===== src/ptq_pkg.sv =====
`timescale 1ns / 1ps

package ptq_pkg;

    localparam int DATA_W              = 32;
    localparam int PRIO_REQ_W          = 8;
    localparam int DEF_QUEUE_DEPTH     = 16;
    localparam int DEF_PRIORITY_LEVELS = 16;
    localparam int DEF_COUNT_W         = 5;

    typedef enum logic [1:0] {
        CMD_ADD           = 2'd0,
        CMD_TAKE_OLDEST   = 2'd1,
        CMD_TAKE_EQUAL    = 2'd2,
        CMD_TAKE_AT_LEAST = 2'd3
    } t_cmd;

    typedef enum logic [2:0] {
        ST_OK           = 3'd0,
        ST_FULL         = 3'd1,
        ST_BAD_PRIORITY = 3'd2,
        ST_EMPTY        = 3'd3,
        ST_NO_MATCH     = 3'd4
    } t_status;

endpackage


===== src/ptq_if.sv =====
`timescale 1ns / 1ps

interface ptq_cmd_if;
    import ptq_pkg::*;

    logic                             valid;
    logic                             ready;
    t_cmd                             command;
    logic signed [DATA_W-1:0]         entry_data;
    logic        [PRIO_REQ_W-1:0]     priority_req;

    modport source (output valid, output command, output entry_data, output priority_req,
                    input ready);
    modport sink   (input valid, input command, input entry_data, input priority_req,
                    output ready);
endinterface

interface ptq_res_if #(
    parameter int COUNT_W = ptq_pkg::DEF_COUNT_W
);
    import ptq_pkg::*;

    logic                             valid;
    logic                             ready;
    t_status                          status;
    logic signed [DATA_W-1:0]         taken_data;
    logic        [COUNT_W-1:0]        entry_count;

    modport source (output valid, output status, output taken_data, output entry_count,
                    input ready);
    modport sink   (input valid, input status, input taken_data, input entry_count,
                    output ready);
endinterface


===== src/ptq_ram.sv =====
`timescale 1ns / 1ps

module ptq_ram #(
    parameter int WIDTH  = 32,
    parameter int DEPTH  = 16,
    parameter int ADDR_W = (DEPTH > 1) ? $clog2(DEPTH) : 1
) (
    input  logic              i_clk,
    input  logic              i_we,
    input  logic [ADDR_W-1:0] i_waddr,
    input  logic [WIDTH-1:0]  i_wdata,
    input  logic [ADDR_W-1:0] i_raddr,
    output logic [WIDTH-1:0]  o_rdata
);

    logic [WIDTH-1:0] r_mem [DEPTH];
    logic [WIDTH-1:0] r_rdata;

    always_ff @(posedge i_clk) begin
        if (i_we) begin
            r_mem[i_waddr] <= i_wdata;
        end
        r_rdata <= r_mem[i_raddr];
    end

    assign o_rdata = r_rdata;

endmodule


===== src/priority_tagged_queue.sv =====
`timescale 1ns / 1ps
// Channel   Direction  Fields
// i_cmd     in         command, entry_data, priority_req
// o_res     out        status, taken_data, entry_count
//
// An add, or a take on an empty queue, passes from acceptance straight to S_DONE, which loads
// the output register. A take on a non-empty queue searches and then closes the gap, wherever
// the match lies: the search reads one slot per cycle and the gap is closed one slot per cycle
// through the single read port of the slot RAM. The input is ready only in S_IDLE, so no item is
// accepted until the last one has left S_DONE. Reset empties the queue at once; slots are not cleared.
// A pending result waits in the output register while the next item is accepted; that item
// then holds the input off until the output register frees.

module priority_tagged_queue
    import ptq_pkg::*;
#(
    parameter int QUEUE_DEPTH     = DEF_QUEUE_DEPTH,
    parameter int PRIORITY_LEVELS = DEF_PRIORITY_LEVELS
) (
    input  logic     i_clk,
    input  logic     i_rst_n,
    ptq_cmd_if.sink   i_cmd,
    ptq_res_if.source o_res
);

    localparam int AddrW  = (QUEUE_DEPTH > 1) ? $clog2(QUEUE_DEPTH) : 1;
    localparam int CountW = $clog2(QUEUE_DEPTH + 1);
    localparam int TagW   = (PRIORITY_LEVELS > 1) ? $clog2(PRIORITY_LEVELS) : 1;
    localparam int SlotW  = DATA_W + TagW;
    localparam logic [CountW-1:0]   FullCount = CountW'(QUEUE_DEPTH);
    localparam logic [CountW-1:0]   OneCount  = CountW'(1);
    localparam logic [PRIO_REQ_W:0] PrioLimit = (PRIO_REQ_W + 1)'(PRIORITY_LEVELS);

    typedef enum logic [1:0] {
        S_IDLE,
        S_SCAN,
        S_SHIFT,
        S_DONE
    } t_state;

    t_state                   r_state,      n_state;
    t_cmd                     r_cmd,        n_cmd;
    logic [PRIO_REQ_W-1:0]    r_prio,       n_prio;
    logic [CountW-1:0]        r_count,      n_count;
    logic [CountW-1:0]        r_idx,        n_idx;
    logic                     r_pend,       n_pend;
    logic [AddrW-1:0]         r_wp,         n_wp;
    t_status                  r_status,     n_status;
    logic signed [DATA_W-1:0] r_taken,      n_taken;
    logic                     r_out_valid,  n_out_valid;
    t_status                  r_out_status, n_out_status;
    logic signed [DATA_W-1:0] r_out_data,   n_out_data;
    logic [CountW-1:0]        r_out_count,  n_out_count;

    logic                  ram_we;
    logic [AddrW-1:0]      ram_waddr;
    logic [SlotW-1:0]      ram_wdata;
    logic [AddrW-1:0]      ram_raddr;
    logic [SlotW-1:0]      ram_rdata;
    logic [PRIO_REQ_W-1:0] slot_tag;
    logic                  hit;

    ptq_ram #(
        .WIDTH  (SlotW),
        .DEPTH  (QUEUE_DEPTH),
        .ADDR_W (AddrW)
    ) u_slots (
        .i_clk   (i_clk),
        .i_we    (ram_we),
        .i_waddr (ram_waddr),
        .i_wdata (ram_wdata),
        .i_raddr (ram_raddr),
        .o_rdata (ram_rdata)
    );

    assign slot_tag = PRIO_REQ_W'(ram_rdata[SlotW-1:DATA_W]);

    always_comb begin
        case (r_cmd)
            CMD_TAKE_OLDEST:   hit = 1'b1;
            CMD_TAKE_EQUAL:    hit = (slot_tag == r_prio);
            CMD_TAKE_AT_LEAST: hit = (slot_tag >= r_prio);
            default:           hit = 1'b0;
        endcase
    end

    assign i_cmd.ready       = (r_state == S_IDLE);
    assign o_res.valid       = r_out_valid;
    assign o_res.status      = r_out_status;
    assign o_res.taken_data  = r_out_data;
    assign o_res.entry_count = r_out_count;

    always_comb begin
        n_state      = r_state;
        n_cmd        = r_cmd;
        n_prio       = r_prio;
        n_count      = r_count;
        n_idx        = r_idx;
        n_pend       = r_pend;
        n_wp         = r_wp;
        n_status     = r_status;
        n_taken      = r_taken;
        n_out_valid  = r_out_valid && !o_res.ready;
        n_out_status = r_out_status;
        n_out_data   = r_out_data;
        n_out_count  = r_out_count;
        ram_we       = 1'b0;
        ram_waddr    = r_wp;
        ram_wdata    = ram_rdata;
        ram_raddr    = r_idx[AddrW-1:0];

        unique case (r_state)
            S_IDLE: begin
                if (i_cmd.valid) begin
                    n_cmd    = i_cmd.command;
                    n_prio   = i_cmd.priority_req;
                    n_taken  = '0;
                    n_status = ST_OK;
                    n_state  = S_DONE;
                    if (i_cmd.command == CMD_ADD) begin
                        if (r_count == FullCount) begin
                            n_status = ST_FULL;
                        end else if ({1'b0, i_cmd.priority_req} >= PrioLimit) begin
                            n_status = ST_BAD_PRIORITY;
                        end else begin
                            ram_we    = 1'b1;
                            ram_waddr = r_count[AddrW-1:0];
                            ram_wdata = {i_cmd.priority_req[TagW-1:0], i_cmd.entry_data};
                            n_count   = r_count + OneCount;
                        end
                    end else if (r_count == '0) begin
                        n_status = ST_EMPTY;
                    end else begin
                        n_idx   = '0;
                        n_pend  = 1'b0;
                        n_state = S_SCAN;
                    end
                end
            end
            S_SCAN: begin
                if (!r_pend) begin
                    n_idx  = r_idx + OneCount;
                    n_pend = 1'b1;
                end else if (hit) begin
                    n_taken = ram_rdata[DATA_W-1:0];
                    n_wp    = AddrW'(r_idx - OneCount);
                    if (r_idx < r_count) begin
                        n_idx   = r_idx + OneCount;
                        n_state = S_SHIFT;
                    end else begin
                        n_count = r_count - OneCount;
                        n_state = S_DONE;
                    end
                end else if (r_idx == r_count) begin
                    n_status = ST_NO_MATCH;
                    n_state  = S_DONE;
                end else begin
                    n_idx = r_idx + OneCount;
                end
            end
            S_SHIFT: begin
                ram_we = 1'b1;
                if (r_idx == r_count) begin
                    n_count = r_count - OneCount;
                    n_state = S_DONE;
                end else begin
                    n_idx = r_idx + OneCount;
                    n_wp  = r_wp + AddrW'(1);
                end
            end
            S_DONE: begin
                if (!r_out_valid || o_res.ready) begin
                    n_out_valid  = 1'b1;
                    n_out_status = r_status;
                    n_out_data   = r_taken;
                    n_out_count  = r_count;
                    n_state      = S_IDLE;
                end
            end
            default: begin
                n_state = S_IDLE;
            end
        endcase
    end

    always_ff @(posedge i_clk) begin
        if (!i_rst_n) begin
            r_state     <= S_IDLE;
            r_count     <= '0;
            r_out_valid <= 1'b0;
        end else begin
            r_state      <= n_state;
            r_count      <= n_count;
            r_out_valid  <= n_out_valid;
            r_cmd        <= n_cmd;
            r_prio       <= n_prio;
            r_idx        <= n_idx;
            r_pend       <= n_pend;
            r_wp         <= n_wp;
            r_status     <= n_status;
            r_taken      <= n_taken;
            r_out_status <= n_out_status;
            r_out_data   <= n_out_data;
            r_out_count  <= n_out_count;
        end
    end

endmodule

===== src/flat_wrapper.sv =====
// flat-port wrapper written by rule: the top's interface ports become plain ports
module priority_tagged_queue_flat import ptq_pkg::*;
#(
    parameter int QUEUE_DEPTH     = DEF_QUEUE_DEPTH,
    parameter int PRIORITY_LEVELS = DEF_PRIORITY_LEVELS
)
  (i_clk, i_rst_n, i_cmd_valid, i_cmd_command, i_cmd_entry_data, i_cmd_priority_req, i_cmd_ready, o_res_valid, o_res_status, o_res_taken_data, o_res_entry_count, o_res_ready);
  ptq_cmd_if i_cmd_i ();
  ptq_res_if o_res_i ();
  input  logic i_clk;
  input  logic i_rst_n;
  input wire logic [$bits(i_cmd_i.valid)-1:0] i_cmd_valid;
  input wire logic [$bits(i_cmd_i.command)-1:0] i_cmd_command;
  input wire logic [$bits(i_cmd_i.entry_data)-1:0] i_cmd_entry_data;
  input wire logic [$bits(i_cmd_i.priority_req)-1:0] i_cmd_priority_req;
  output wire logic [$bits(i_cmd_i.ready)-1:0] i_cmd_ready;
  output wire logic [$bits(o_res_i.valid)-1:0] o_res_valid;
  output wire logic [$bits(o_res_i.status)-1:0] o_res_status;
  output wire logic [$bits(o_res_i.taken_data)-1:0] o_res_taken_data;
  output wire logic [$bits(o_res_i.entry_count)-1:0] o_res_entry_count;
  input wire logic [$bits(o_res_i.ready)-1:0] o_res_ready;
  assign i_cmd_i.valid = i_cmd_valid;
  assign i_cmd_i.command = i_cmd_command;
  assign i_cmd_i.entry_data = i_cmd_entry_data;
  assign i_cmd_i.priority_req = i_cmd_priority_req;
  assign i_cmd_ready = i_cmd_i.ready;
  assign o_res_valid = o_res_i.valid;
  assign o_res_status = o_res_i.status;
  assign o_res_taken_data = o_res_i.taken_data;
  assign o_res_entry_count = o_res_i.entry_count;
  assign o_res_i.ready = o_res_ready;
  priority_tagged_queue #(.QUEUE_DEPTH(QUEUE_DEPTH), .PRIORITY_LEVELS(PRIORITY_LEVELS)) u_core (.i_clk(i_clk), .i_rst_n(i_rst_n), .i_cmd(i_cmd_i), .o_res(o_res_i));
endmodule

===== config.mk =====
export PLATFORM = sky130hd
export DESIGN_NAME = priority_tagged_queue_flat
export DESIGN_NICKNAME = d
export VERILOG_FILES = /design/src/ptq_pkg.sv /design/src/ptq_if.sv /design/src/ptq_ram.sv /design/src/priority_tagged_queue.sv /design/src/flat_wrapper.sv
export SDC_FILE = /design/constraint.sdc
export NUM_CORES = 1
export LEC_CHECK = 0
export BUFFER_PORTS_ARGS = -buffer_cell sky130_fd_sc_hd__buf_2
export CAP_MARGIN = 10
export CORE_UTILIZATION = 64
export CTS_BUF_LIST = sky130_fd_sc_hd__clkbuf_4 sky130_fd_sc_hd__clkbuf_8
export DETAILED_ROUTE_END_ITERATION = 10
export PLACE_DENSITY = 0.86
export SETUP_SLACK_MARGIN = 0.1
export SLEW_MARGIN = 15
export SYNTH_ARGS = -nofsm -noshare
export SYNTH_HDL_FRONTEND = slang
export SYNTH_SLANG_ARGS = --single-unit

===== constraint.sdc =====
create_clock -name i_clk -period 4.6 [get_ports i_clk]
set_input_delay 0.23 -clock i_clk [delete_from_list [all_inputs] [get_ports i_clk]]
set_output_delay 0.23 -clock i_clk [all_outputs]
set_load 0.01 [all_outputs]

==> metrics.md <==
| Metric | Value |
|---|---|
| CP Max Fanout | 27 |
| Root buffer selected by CTS | clkbuf_8 |
| Slack of the worst reg-to-reg path | a little under 0.5 ns |
| Worst hold margin | 0.114 ns |
| Synth Area per Inst | 18.2 um2 |
| Post-synthesis sequential element count | just over 700 |
| TNS Setup | 0 ns |
| Nets | 1754 |
| GRT overflow | 0 |
| Synth Cell Area | around 28000 um2 |
| Power Total | 18800 uW |
| Antenna violations before repair | 1 |
| Cells after synthesis | 1521 |
| Die H | 210 um |
| Net Sw Frac | 30.8% |
| Number of synthesized flops with an enable pin | 671 |
| Async set-reset flop share out of synthesis | 0% |
| Placer Congestion | 0.849 |
| Synth cell types | 53 |
| PD cells | 604 nW/um2 |
| Combinational share of power | 25.8% |
| Buffer count from post-CTS setup fixing | 0 |
| Syn Nets | 1587 |
| # setup viols final | 0 |
| Area Growth Syn to Fin | 12.8% |
| Critical path required time | 4.96 ns |
| CTS Buf Count | approximately 100 |
| H-tree levels | 3 |
| Static Leakage | 0.0106 uW |
| Clock share of power | between 20% and 30% |
| Register area share after synthesis | between 70% and 80% |
| Critical Path End Type | flop |
| Hold Vio Cnt, Final | 0 |
| Crit start category | flop |
| # IOs | 88 |
| Post-route minimum period | 4.10 ns |
| Total core area | 42200 um2 |
| DRT Pass-1 Iters | 8 |
| Internal | ~13000 uW |
| Final core occ | 73.8% |
| Number of global-route vias before repair | 15500 |
| Die width | around 210 um |
| FMAX | 244 MHz |
| Post_cts resized | 0 |
| Via count | 14900 |
| Final Skew | about 0.029 ns |
| Port bufs | 87 |
| Clock Tree Buf Depth | 3 |
| Biggest area consumer among synthesized cells | edfxtp_1 |
| Antenna-violating nets left | 0 |
| Largest net degree at the start of global routing | 81 |
| Status | finished, final reports clean |
| Vias per inst | 6.46 |
| RSZ-0062 raised after global routing | no |
| Area contributors post-synth | edfxtp_1, mux4_2, mux2i_1 |
| Initial Util | 65.4% |
| Worst-Margin Slew | ~1.1 ns |
| Net Switching | between 5000 and 6000 uW |
| Clock tree sinks | 715 |
| DP HPWL | 34600 um |
| Clk_lat worst skew | 0.67 ns |
| Period utilization | between 80% and 90% |
| Total die area | roughly 44000 um2 |
| CTS tree | built |
| First-pass GRT wire length | 89000 um |
| 1st-iter DRT viols | 1769 |
| Share of cells above drive strength 1 | 24.3% |
| Top cell type's share of synthesized area | ~73% |
| Worst Path Arrival | 4.47 ns |
| Sequential power share | roughly 47% |
| Critical path type | flop to flop |
| Peak supply drop | 0.335 mV |
| Aggregate global-route resource usage | between 20% and 30% |
| Hold crit path type | input port to flop |
| Site row count | 75 |
| Max-cap violations | 0 |
| Antenna cells | 0 |
| Clk pin slew, worst setup/hold paths | 0.07 ns |
| Fin. max-slew vios | 0 |
| Max-Slew Margin vs Limit | 26.6% |
| WL per Instance | 25.8 um |
| Dominant synthesized flop cell | edfxtp_1 |
| Routed WL | 59800 um |
| Drt drc | 0 |
| Yosys warnings | 0 |
per-stage QoR:
| stage | instance area [um2] | worst slack, ns | std cells |
|---|---|---|---|
| after floorplan | 27600 | 0.723 | 1521 |
| after global placement | 28900 | 0.793 | 2108 |
| after detailed placement | 28900 | 0.546 | 2108 |
| after CTS | 31200 | 0.516 | 2315 |
| after global routing | 31200 | 0.235 | 2315 |
| final | 31200 | 0.496 | 2315 |
per-layer routing:
layer	GRT usage, %	routed length [um]	vias to the layer above
met2	46.6	30000	862
met3	6.27	5200	159
met4	10.8	1840	2
met1	35.2	22700	7520
met5	0	12	-
li1	-	-	6404
worst paths after layout:
check | start | depth (start not counted) | to
max | u_core.r_count[1]$_SDFFE_PN0P_ | 6 | u_core.u_slots.r_mem[6][1]$_DFFE_PP_
min | i_cmd_entry_data[8] | 2 | u_core.u_slots.r_mem[12][8]$_DFFE_PP_
max reg2reg | u_core.r_count[1]$_SDFFE_PN0P_ | 6 | u_core.u_slots.r_mem[6][1]$_DFFE_PP_
min reg2reg | u_core.r_taken[23]$_SDFFCE_PN0P_ | 0 | u_core.o_res.taken_data[23]$_DFFE_PP_
registers in the layout (all words and copies together) (netlist names):
signal and cells:
u_core.u_slots.r_mem 576, u_core.u_slots.o_rdata 36, u_core.o_res.taken_data 32, u_core.r_taken 32, u_core.r_prio 8, u_core.o_res.entry_count 5, u_core.r_count 5, u_core.r_idx 5
u_core.r_wp 4, u_core.o_res.status 3, u_core.r_status 3, u_core.r_cmd 2, u_core.r_state 2, u_core.o_res.valid 1, u_core.r_pend 1
layout by cell type (no fill, tap or decap), types with 23 or more instances in the layout:
cell type    n
dfxtp_1     44
buf_4       30
clkbuf_4    32
a21oi_1     48
and2_1      33
clkbuf_8   118
o21ai_0     48
mux2_2      35
a22oi_1     36
buf_2       87
clkinv_1    23
mux2i_1    148
mux4_2      72
nor2_1      51
a221oi_1    37
nand2_1     82
edfxtp_1   671
kinds of logic (layout without fill, tap and decap cells):
logic type / count (synthesis) / in the layout / share of synthesized area [%]
AO/OA/AOI/OAI: 206 / 206 / 4.91
flip-flops: 715 / 715 / 76.2
buffers and inverters: 94 / 349 / 1.34
multiplexers: 255 / 255 / 12.7
XOR/XNOR: 10 / 10 / 0.317
AND/OR/NAND/NOR: 221 / 221 / 3.67
adder cells (fa/ha/maj): 20 / 20 / 0.933
synthesized netlist by cell type, drive strengths merged, types with 6 or more instances:
cell / n
a221oi: 37
a211oi: 6
a22oi: 36
nand2: 82
a31oi: 12
xnor2: 8
buf: 21
mux2: 35
dfxtp: 44
nand3: 7
nor3: 7
mux2i: 148
edfxtp: 671
and2: 33
inv: 19
o21ai: 48
ha: 19
mux4: 72
nor2: 69
clkbuf: 53
a21oi: 49
timing repair:
| item | CTS | global route |
|---|---|---|
| hold endpoints to repair | 18 | 0 |
| hold buffers | 13 | 0 |
| endpoints found under the setup margin | 0 | 0 |
critical path: stages (launching register included):
cell and delay (ns):
dfxtp_1 0.52, or4_1 0.31, o211ai_1 0.17, nor3_2 0.86
a31oi_1 0.56, nor2_4 0.99, buf_4 0.37
area by class of cell:
| cell class | count | area [um2] |
|---|---|---|
| clock buffers | 150 | 1860 |
| clock inverters | 44 | 250 |
| fillers | 2268 | 11100 |
| inverters | 20 | 75.1 |
| multi-input cells | 712 | 6370 |
| flip-flops and latches | 715 | 21000 |
| well taps | 539 | 674 |
| repair buffers | 135 | 891 |
power by group through the flow:
stage | logic, uW | registers (uW) | clock network [uW]
2_1_floorplan | 3270 | 8940 | 0
3_3_place_gp | 4520 | 9010 | 0
3_5_place_dp | 4770 | 9040 | 0
4_1_cts | 4810 | 8910 | 5110
5_1_grt | 5160 | 8970 | 5370
6_report | 4850 | 8920 | 5050
No activity file was read; power rests on OpenSTA's default activity.
